$ cat src/design/tfun_pkg.sv
// ----------------------------------------------------------------------------
// Triangle face unit normal: shared definitions
// Field widths, arithmetic widths and operation codes used by the interfaces,
// the root unit and the top level.
// ----------------------------------------------------------------------------
package tfun_pkg;

    localparam int unsigned MAX_VERTICES_DEF = 4096;

    localparam int IDX_W   = 13;
    localparam int COORD_W = 16;
    localparam int VTX_W   = 3 * COORD_W;
    localparam int EDGE_W  = COORD_W + 1;
    localparam int MOP_W   = 18;
    localparam int PROD_W  = 2 * MOP_W;
    localparam int CROSS_W = 35;
    localparam int MAG_W   = 34;
    localparam int HALF_W  = MAG_W / 2;
    localparam int SQ_W    = 68;
    localparam int SUM_W   = 70;
    localparam int QUO_W   = 29;
    localparam int ROOT_W  = 15;
    localparam int NORM_W  = 16;

    localparam logic OP_LOAD = 1'b0;
    localparam logic OP_FACE = 1'b1;

endpackage

$ cat src/design/tfun_root.sv
// ----------------------------------------------------------------------------
// Triangle face unit normal: component root unit
// Computes floor(sqrt(floor(sq * 2^28 / sum))) with a restoring divider of
// one quotient bit per cycle followed by a bit-serial square root.
// ----------------------------------------------------------------------------
module tfun_root import tfun_pkg::*;
(
    input  logic              clk,
    input  logic              rst_n,
    input  logic              start,
    input  logic [SQ_W-1:0]   sq,
    input  logic [SUM_W-1:0]  sum,
    output logic              done,
    output logic [ROOT_W-1:0] q
);

    typedef enum logic [2:0]
    {
        R_IDLE = 3'b001,
        R_DIV  = 3'b010,
        R_SQRT = 3'b100
    } rstate_t;

    localparam int CNT_W = $clog2(QUO_W);

    rstate_t            state_reg;
    logic [CNT_W-1:0]   cnt_reg;
    logic [SUM_W-1:0]   rem_reg;
    logic [QUO_W-1:0]   quo_reg;
    logic [ROOT_W-1:0]  root_reg;
    logic               sq0_reg;
    logic               done_reg;

    logic [SUM_W:0]     shifted;
    logic               ge;
    logic [ROOT_W-1:0]  trial;
    logic [2*ROOT_W-1:0] trial_sq;

    always_comb
    begin
        shifted  = {rem_reg, (cnt_reg == CNT_W'(QUO_W - 1)) ? sq0_reg : 1'b0};
        ge       = shifted >= {1'b0, sum};
        trial    = root_reg | (ROOT_W'(1) << cnt_reg);
        trial_sq = trial * trial;
    end

    always_ff @(posedge clk or negedge rst_n)
    begin
        if (!rst_n)
        begin
            state_reg <= R_IDLE;
            done_reg  <= 1'b0;
        end
        else
        begin
            done_reg <= 1'b0;
            unique case (state_reg)
                R_IDLE:
                begin
                    if (start)
                    begin
                        state_reg <= R_DIV;
                    end
                end
                R_DIV:
                begin
                    if (cnt_reg == '0)
                    begin
                        state_reg <= R_SQRT;
                    end
                end
                R_SQRT:
                begin
                    if (cnt_reg == '0)
                    begin
                        state_reg <= R_IDLE;
                        done_reg  <= 1'b1;
                    end
                end
                default:
                begin
                    state_reg <= R_IDLE;
                end
            endcase
        end
    end

    always_ff @(posedge clk)
    begin
        case (state_reg)
            R_IDLE:
            begin
                rem_reg  <= SUM_W'(sq >> 1);
                sq0_reg  <= sq[0];
                cnt_reg  <= CNT_W'(QUO_W - 1);
                quo_reg  <= '0;
                root_reg <= '0;
            end
            R_DIV:
            begin
                rem_reg <= ge ? SUM_W'(shifted - {1'b0, sum}) : SUM_W'(shifted);
                quo_reg <= {quo_reg[QUO_W-2:0], ge};
                cnt_reg <= (cnt_reg == '0) ? CNT_W'(ROOT_W - 1) : cnt_reg - 1'b1;
            end
            R_SQRT:
            begin
                if (trial_sq <= {1'b0, quo_reg})
                begin
                    root_reg <= trial;
                end
                cnt_reg <= cnt_reg - 1'b1;
            end
            default:
            begin
                cnt_reg <= '0;
            end
        endcase
    end

    assign done = done_reg;
    assign q    = root_reg;

endmodule

$ cat config.mk
export PLATFORM = sky130hd
export DESIGN_NAME = tfun_root
export DESIGN_NICKNAME = d
export VERILOG_FILES = /design/src/design/tfun_pkg.sv /design/src/design/tfun_root.sv
export SDC_FILE = /design/constraint.sdc
export NUM_CORES = 1
export LEC_CHECK = 0
export BUFFER_PORTS_ARGS = -buffer_cell sky130_fd_sc_hd__buf_4
export CORE_MARGIN = 2
export CORE_UTILIZATION = 45
export DETAILED_ROUTE_END_ITERATION = 10
export PLACE_DENSITY_LB_ADDON = 0.08
export SETUP_SLACK_MARGIN = 0.05
export SLEW_MARGIN = 10
export SYNTH_ARGS = -nofsm -noshare
export SYNTH_HDL_FRONTEND = slang
export SYNTH_SLANG_ARGS = --single-unit
$ cat constraint.sdc
create_clock -name clk -period 12.7 [get_ports clk]
set_input_delay 2.54 -clock clk [delete_from_list [all_inputs] [get_ports clk]]
set_output_delay 2.54 -clock clk [all_outputs]
set_load 0.1 [all_outputs]
# ---- Word level (Yosys, flattened, before mapping)
# Cells that the tools add are included.
dict set report totals {
  reg_bits 124
  wordCells 41
}
dict set report classes {
  add_sub_neg 2
  multipliers 1
  order_cmp 2
  eq_ne 8
  shift 1
  n_mux 14
  bitwise 1
  n_reduce_logical 5
}
# cell count
set ops {}
lappend ops {{70-bit one-hot mux with 2 select lines} 1}
lappend ops {{71-bit by 70-bit >= comparator with 1-bit output} 1}
lappend ops {{70-bit 2-to-1 mux} 1}
lappend ops {{70-bit subtractor} 1}
lappend ops {{29-bit one-hot mux with 2 select lines} 1}
lappend ops {{30-bit by 29-bit less-or-equal comparator with 1-bit output} 1}
lappend ops {{15-bit by 15-bit multiplier with 30-bit output} 1}
lappend ops {{15-bit one-hot mux with 2 select lines} 1}
lappend ops {{15-bit 2-to-1 mux} 1}
lappend ops {{15-bit OR} 1}
lappend ops {{5-bit one-hot mux with 3 select lines} 1}
lappend ops {{1-bit by 5-bit << shifter with 15-bit output (first input constant)} 1}
lappend ops {{3-bit 2-to-1 mux} 3}
lappend ops {{3-bit one-hot mux with 3 select lines} 1}
lappend ops {{2-bit != test (second input constant)} 4}
lappend ops {{5-bit == test (second input constant)} 1}
lappend ops {{5-bit logical NOT} 1}
lappend ops {{5-bit 2-to-1 mux} 1}
lappend ops {{5-bit by 1-bit subtractor with 5-bit output (second input constant)} 1}
lappend ops {{2-bit nonzero test} 2}
lappend ops {{3-bit by 1-bit == test with 1-bit output (second input constant)} 1}
lappend ops {{3-bit by 2-bit == test with 1-bit output (second input constant)} 1}
lappend ops {{3-bit == test (second input constant)} 1}
lappend ops {{1-bit 2-to-1 mux} 3}
lappend ops {{2 further kinds} 2}

# ---- Logic depth before layout (Yosys ltp)
# Gate-level depths: netlist of run 1.
dict set report logic_depth {
  depth_word 6
  mapped_depth 40
  depth_no_buf 39
}

# ---- Worst setup path after synthesis of run 1
# No wires, ideal clock.
dict set report synth_path {
  path_type {register to register}
  from {register root_reg[9], in the netlist q[9]}
  to {register root_reg[0], in the netlist q[0], enable pin}
  arrival_time_ns 8.814
  t_required_ns 12.292
  slack_ns 3.478
  stages_incl_launch_ff 35
  n_path_buf 1
  period_less_slack_ns 9.222
  cell_sequence {edfxtp_1 -> a21o_1 -> inv_1 -> clkbuf_1 -> nor2_1 -> fa_1 -> inv_1 -> fa_1 -> inv_1 -> fa_1 -> fa_1 -> fa_1 -> inv_1 -> fa_1 -> inv_1 -> ha_1 -> a211oi_1 -> nand2_1 -> o211ai_1 -> a21oi_1 -> a21oi_1 -> o21ai_0 -> a21o_1 -> a21oi_1 -> xnor2_1 -> ha_1 -> a21oi_1 -> nor2b_1 -> o21ai_0 -> nand2b_1 -> a21oi_1 -> o21ai_0 -> a21oi_1 -> o21ai_0 -> o21ai_0}
}
dict set report synth_between {
  elab_chain_cells 5
}
# item line
set synth_rtl {}
lappend synth_rtl {{from (decl)} tfun_root.sv:30} ;# logic [ROOT_W-1:0] root_reg;
lappend synth_rtl {{from (signal assigned)} tfun_root.sv:109} ;# root_reg <= trial;
lappend synth_rtl {{15-bit OR} tfun_root.sv:43} ;# trial = root_reg | (ROOT_W'(1) << cnt_reg);
lappend synth_rtl {{15-bit by 15-bit multiplier with 30-bit output} tfun_root.sv:44} ;# trial_sq = trial * trial;
lappend synth_rtl {{30-bit by 29-bit less-or-equal comparator with 1-bit output} tfun_root.sv:107} ;# if (trial_sq <= {1'b0, quo_reg})
lappend synth_rtl {{2-bit != test (no line)} --}
lappend synth_rtl {{2-bit AND reduction (no line)} --}
# Every way passes these cells.
# A chain may end at the register's enable or synchronous reset.

# ---- Worst setup path after layout of run 1
dict set report layout_path {
  from {register cnt_reg[0]}
  to {register root_reg[9], in the netlist q[9], enable pin}
}
dict set report layout_between {
  elab_chain_cells 6
}
# item line
set layout_rtl {}
lappend layout_rtl {{from (decl)} tfun_root.sv:27} ;# logic [CNT_W-1:0] cnt_reg;
lappend layout_rtl {{from (signal assigned)} tfun_root.sv:95} ;# cnt_reg <= CNT_W'(QUO_W - 1);
lappend layout_rtl {{from (signal assigned)} tfun_root.sv:103} ;# cnt_reg <= (cnt_reg == '0) ? CNT_W'(ROOT_W - 1) : cnt_reg - 1'b1;
lappend layout_rtl {{from (signal assigned)} tfun_root.sv:111} ;# cnt_reg <= cnt_reg - 1'b1;
lappend layout_rtl {{1-bit by 5-bit << shifter with 15-bit output} tfun_root.sv:43}
lappend layout_rtl {{15-bit OR} tfun_root.sv:43}
lappend layout_rtl {{via trial[6]} tfun_root.sv:36} ;# logic [ROOT_W-1:0] trial;
lappend layout_rtl {{15-bit by 15-bit multiplier with 30-bit output} tfun_root.sv:44}
lappend layout_rtl {{30-bit by 29-bit less-or-equal comparator with 1-bit output} tfun_root.sv:107}
lappend layout_rtl {{2-bit != test (no line)} --}
lappend layout_rtl {{2-bit AND reduction (no line)} --}
# The timed path passes the listed nets, and every way through them passes these cells.

==> results.sh, run 1 <==
export IMPL_timing_final_setup_violations=0
export IMPL_worst_r2r_startpoint="cnt_reg[0]$_DFF_P_"
export IMPL_grt_total_usage_pct=24.77
export IMPL_finClkSkew_ns=0.01461
export IMPL_slew_viol_final=0
export IMPL_drive_gt1_share_pct=10.75
export IMPL_ys_ff_latch=124
export IMPL_dieArea_sq_um=39730
export IMPL_fin_area_sq_um=19330
export IMPL_slew_headroom_pct=32.38
export IMPL_grt_pass1_wl_um=76340
export IMPL_io_pins=157
export IMPL_r2r_setup_slack_ns=3.22
export IMPL_portBuffers=156
export IMPL_hold_violations=0
export IMPL_grt_ovfl_total=0
export IMPL_synth_top_area_share_pct=20.12
export IMPL_cts_sinks=124
export IMPL_nNetsFinal=2642
export IMPL_critPathKind="reg -> reg"
export IMPL_placementRows=71
export IMPL_vias=14847
export IMPL_cp_max_fo=15
export IMPL_avgSynthCellArea_sq_um=8.289
export IMPL_startpoint_type="flop"
export IMPL_die_height_um=199.3
export IMPL_synth_edf_count=115
export IMPL_cp_required_ns=12.85
export IMPL_wl_met2_um=20790
export IMPL_clk_pin_slew_ns=0.06
export IMPL_post_cts_resized=0
export IMPL_die_x_um=199.3
export IMPL_postSynthCellCount=2071
export IMPL_setup_worst_path_end_class="flop"
export IMPL_fmax_ghz=0.1055
export IMPL_syn_num_nets=2540
export IMPL_cpMaxStageDelayCell="a21oi_1"
export IMPL_cts_tree="yes"
export IMPL_drt_pass1_iter_count=5
export IMPL_critPathArrivalTime_ns=9.63
export IMPL_area_delta_synth_final_pct=12.58
export IMPL_reg2reg_to="q[9]$_SDFFCE_PN0P_"
export IMPL_synth_area_top_cells="edfxtp_1 20%, fa_1 16%, ha_1 14%"
export IMPL_htree_levels=4
export IMPL_synthFlopType="edfxtp_1"
export IMPL_finalSetupTns_ns=0
export IMPL_worst_r2r_path_depth=36
export IMPL_ctsRootBufferMaster="clkbuf_16"
export IMPL_hp_class="reg -> reg"
export IMPL_met3WireLength_um=2847
export IMPL_start_util_pct=45.68
export IMPL_yosys_cell_count_top_type="inv_1"
export IMPL_wl_um=48050
export IMPL_clockBufferDepth=2
export IMPL_antenna_left=0
export IMPL_core_sq_um=37580
export IMPL_min_period_ns=9.479
export IMPL_crit_top_cell="a21oi_1"
export IMPL_whs_ns=0.5187
export IMPL_drc=0
export IMPL_hp_start="cnt_reg[0]$_DFF_P_"
export IMPL_synth_seq_area_share_pct=21.29
export IMPL_grt_setup_unrepaired="no"
export IMPL_grt_pass1_vias=14639
export IMPL_viasPerCell=5.501
export IMPL_cap_violations=0
export IMPL_grt_max_degree=77
export IMPL_hold_buffers=0
export IMPL_period_share_pct=74.64
export IMPL_wire_per_inst_um=17.80
export IMPL_worst_pin_slew_ns=1.014
export IMPL_post_place_ws_ns=3.287
export IMPL_worst_slack_ns=3.221
export IMPL_max_stage_delay_ns=0.57
export IMPL_netlist_top_cells_count="314 x inv_1, 237 x nor2_1, 231 x nand2_1"
export IMPL_wl_met1_um=23640
export IMPL_synth_cell_types=79
export IMPL_antenna_found_initial=3
export IMPL_async_flop_share_pct=3.226
export IMPL_status="finished, final reports clean"
export IMPL_drtIter0Drc=937
export IMPL_postPlaceCellArea_sq_um=18720
export IMPL_cts_buffers=17
export IMPL_synth_warnings=0
export IMPL_syn_cell_area_sq_um=17170
export IMPL_place_congestion=0.9022
export IMPL_dp_hpwl_um=38380
export IMPL_topRoutingLayerUsed="met5"
export IMPL_clk_latency_ns=0.46
export IMPL_min_path_cells=1
export IMPL_hold_path_endpoint="cnt_reg[0]$_DFF_P_"
export IMPL_post_cts_buffers=0
export IMPL_synth_area_leader_cell="edfxtp_1"
export IMPL_largest_register_ffs=70
## per-stage QoR
step	utilization, %	std cells
2_1_floorplan	-	2071
3_3_place_gp	49.82	2665
3_5_place_dp	49.82	2665
4_1_cts	51.42	2697
5_1_grt	51.42	2697
6_report	51.43	2699
## worst max-delay path by stage
stage / startpoint / endpoint / slack (ns) / cells past startpoint
floorplan: q[9]$_SDFFCE_PN0P_ / q[0]$_SDFFCE_PN0P_ / 3.48 / 34
global route: cnt_reg[0]$_DFF_P_ / q[3]$_SDFFCE_PN0P_ / 2.63 / 34
CTS: cnt_reg[0]$_DFF_P_ / q[6]$_SDFFCE_PN0P_ / 3.23 / 34
global placement: cnt_reg[0]$_DFF_P_ / q[1]$_SDFFCE_PN0P_ / 3.46 / 34
finish: cnt_reg[0]$_DFF_P_ / q[9]$_SDFFCE_PN0P_ / 3.22 / 36
detailed placement: cnt_reg[0]$_DFF_P_ / q[6]$_SDFFCE_PN0P_ / 3.29 / 34
## worst max-delay path, delay by kind of cell, from the launching register on
kind / cells / cell delay (ns)
buffers and inverters: 8 / 1.09
flip-flops: 1 / 0.41
XOR/XNOR: 1 / 0.15
adder cells (fa/ha/maj): 9 / 3.83
AO/OA/AOI/OAI: 14 / 3.11
AND/OR/NAND/NOR: 4 / 0.56
## layout by cell type (no fill, tap or decap), types with 6 or more instances in the layout
| master | instances |
|---|---|
| o21bai_1 | 17 |
| edfxtp_1 | 115 |
| buf_4 | 168 |
| fa_1 | 139 |
| xor2_1 | 28 |
| a221o_1 | 7 |
| nor3_1 | 15 |
| xnor2_1 | 59 |
| nand2b_1 | 12 |
| inv_1 | 314 |
| nor2_1 | 236 |
| or3_1 | 12 |
| o211ai_1 | 14 |
| ha_1 | 189 |
| or2_2 | 6 |
| a31oi_1 | 59 |
| o31ai_1 | 8 |
| o21ai_1 | 7 |
| nand3_1 | 47 |
| nand4_1 | 33 |
| nor2b_1 | 16 |
| a21oi_1 | 121 |
| and2_1 | 10 |
| nor4_1 | 8 |
| a211oi_1 | 18 |
| and3_1 | 12 |
| clkbuf_16 | 17 |
| o21ai_0 | 78 |
| nand2_1 | 230 |
| o21a_1 | 15 |
| a21o_1 | 71 |
## cells by family (layout without fill, tap and decap cells)
logic type / after synthesis / in the layout / share of synthesized area (%)
flops: 124 / 124 / 21.29
simple gates: 651 / 651 / 16.73
other cells: 0 / 2 / 0
compound gates: 475 / 475 / 18.26
fa+ha+maj: 328 / 328 / 29.99
buf+inv: 403 / 518 / 9.111
xor+xnor: 87 / 87 / 4.439
mux: 3 / 3 / 0.1895
## layer usage
layer	global-route usage (%)	up-vias
met5	0	-
met4	6.744	4
met3	4.540	45
met2	37.37	399
met1	36.24	7174
li1	-	7225
## area by class of cell
type	count	area, sq um
diodes	2	5.005
clock buffers	18	429.2
clock inverters	14	170.2
fillers	3746	18250
inverters	318	1194
multi-input cells	1544	11970
flip-flops and latches	124	3655
well taps	511	639.4
repair buffers	168	1261
Power of run 1 is left out: the tool's default activity adds up to more than one toggle a clock period on the data nets, which glitch-free logic cannot reach.
==> run 2, diff against run 1 <==
- clock period: 12.7 -> 8.9 ns (I/O delays scaled with it)
==> run 2 against run 1 <==
Against the previous run:
- count of clock-buffer cells in the layout did not move
- non-clock buffer count rose by 31
- utilization grew 1.2 points
- routed wire length down 0.71%
- global-route usage fell by 0.11 points
- flip-flop and latch count is the same
- largest cell class unchanged
==> results.sh, run 2 (same netlist as run 1, synthesis figures left out) <==
export IMPL_grt_ovfl_total=0
export IMPL_grt_total_usage_pct=24.66
export IMPL_hp_class="reg -> reg"
export IMPL_fmax_ghz=0.1186
export IMPL_drt_pass1_iter_count=6
export IMPL_status="finished, final reports clean"
export IMPL_portBuffers=156
export IMPL_vias=15012
export IMPL_reg2reg_to="q[8]$_SDFFCE_PN0P_"
export IMPL_placementRows=71
export IMPL_die_x_um=199.3
export IMPL_min_period_ns=8.434
export IMPL_dp_hpwl_um=37890
export IMPL_clockBufferDepth=2
export IMPL_crit_top_cell="inv_1"
export IMPL_whs_ns=0.4566
export IMPL_postPlaceCellArea_sq_um=18870
export IMPL_dieArea_sq_um=39730
export IMPL_cts_tree="yes"
export IMPL_final_common_cell="inv_1"
export IMPL_drtIter0Drc=897
export IMPL_viasPerCell=5.503
export IMPL_crit_end="q[8]$_SDFFCE_PN0P_"
export IMPL_timing_final_setup_violations=0
export IMPL_grt_pass1_vias=14681
export IMPL_cap_violations=0
export IMPL_worst_r2r_startpoint="cnt_reg[0]$_DFF_P_"
export IMPL_wl_um=47710
export IMPL_setup_worst_path_end_class="flop"
export IMPL_drc=0
export IMPL_grt_pass1_wl_um=76810
export IMPL_layout_common_cells="308 x inv_1, 228 x nand2_1, 225 x nor2_1"
export IMPL_nNetsFinal=2673
export IMPL_worst_slack_ns=0.4656
export IMPL_critPathArrivalTime_ns=8.65
export IMPL_post_place_ws_ns=0.1093
export IMPL_slew_viol_final=0
export IMPL_cp_max_fo=8
export IMPL_hold_violations=0
export IMPL_crit_start="cnt_reg[0]$_DFF_P_"
export IMPL_finClkSkew_ns=0.01204
export IMPL_max_stage_delay_ns=0.53
export IMPL_r2r_setup_slack_ns=0.47
export IMPL_drive_gt1_share_pct=14.03
export IMPL_slew_headroom_pct=32.39
export IMPL_clk_pin_slew_ns=0.06
export IMPL_area_delta_synth_final_pct=15.10
export IMPL_grt_max_degree=72
export IMPL_wire_per_inst_um=17.49
export IMPL_antenna_found_initial=0
export IMPL_finalSetupTns_ns=0
export IMPL_critPathKind="reg -> reg"
export IMPL_cpMaxStageDelayCell="fa_1"
export IMPL_worst_pin_slew_ns=1.014
export IMPL_antenna_cells=0
export IMPL_io_pins=157
export IMPL_core_sq_um=37580
export IMPL_clk_latency_ns=0.46
export IMPL_period_share_pct=94.77
export IMPL_cts_sinks=124
export IMPL_die_height_um=199.3
export IMPL_ctsRootBufferMaster="clkbuf_16"
export IMPL_place_congestion=0.8907
export IMPL_startpoint_type="flop"
export IMPL_worst_r2r_path_depth=36
export IMPL_fin_area_sq_um=19760
export IMPL_start_util_pct=45.68
export IMPL_cp_required_ns=9.12
export IMPL_antenna_left=0
export IMPL_htree_levels=4
export IMPL_largest_register_ffs=70
export IMPL_cts_buffers=17
export IMPL_grt_setup_unrepaired="no"
run 2: cell types whose count changed in the layout (fill, tap and decap cells not counted), sizes merged:
cell / delta
clkinvlp: +4
buf: +31
inv: -4
clkinv: -1
diode: -2
bufinv: +1
run 2: how the worst min path moves through the flow:
stage                         end  cells past startpoint  slack (ns)               start
6_report       cnt_reg[0]$_DFF_P_                      1        0.46  cnt_reg[0]$_DFF_P_
5_1_grt        cnt_reg[0]$_DFF_P_                      1        0.47  cnt_reg[0]$_DFF_P_
4_1_cts        cnt_reg[0]$_DFF_P_                      1        0.49  cnt_reg[0]$_DFF_P_
3_5_place_dp   cnt_reg[0]$_DFF_P_                      1        0.48  cnt_reg[0]$_DFF_P_
3_3_place_gp   cnt_reg[0]$_DFF_P_                      1        0.46  cnt_reg[0]$_DFF_P_
2_1_floorplan  cnt_reg[0]$_DFF_P_                      1        0.44  cnt_reg[0]$_DFF_P_
run 2: final cells by class:
cell class | count | area (sq um)
timing repair buffer | 199 | 1501
fill | 3630 | 17820
tap | 511 | 639.4
clock inverter | 14 | 195.2
clock buffer | 18 | 429.2
multi-input combinational | 1544 | 12130
inverter | 318 | 1209
sequential | 124 | 3657
run 2: stage by stage:
stage                     util (%)  cells
final                        52.58   2728
after detailed placement     50.22   2685
after global placement       50.22   2685
after floorplan                  -   2071
after global routing         52.58   2728
after CTS                    51.88   2717
run 2: worst max-delay path, delay by kind of cell, from the launching register on:
family                     cells  cell delay, ns
adders and majority gates      9            3.83
AOI/OAI and AO/OA             12            2.24
buffers and inverters         10            0.91
and+or+nand+nor                5            0.83
DFF                            1            0.36
run 2: timing repair:
action | in CTS | in global routing
hold buffers | 0 | 0
setup buffers | 0 | 10
setup endpoints to repair | 0 | 15
resized for setup | 0 | 58
run 2: metal layers:
metal / up-vias / track usage [%] / part of all wire (%)
met4: 0 / 5.003 / 1.1
li1: 7300 / - / -
met2: 334 / 38.61 / 45
met5: - / 0 / 0
met3: 32 / 3.629 / 4.9
met1: 7346 / 36.16 / 49
Power of run 2 is left out for the same reason.
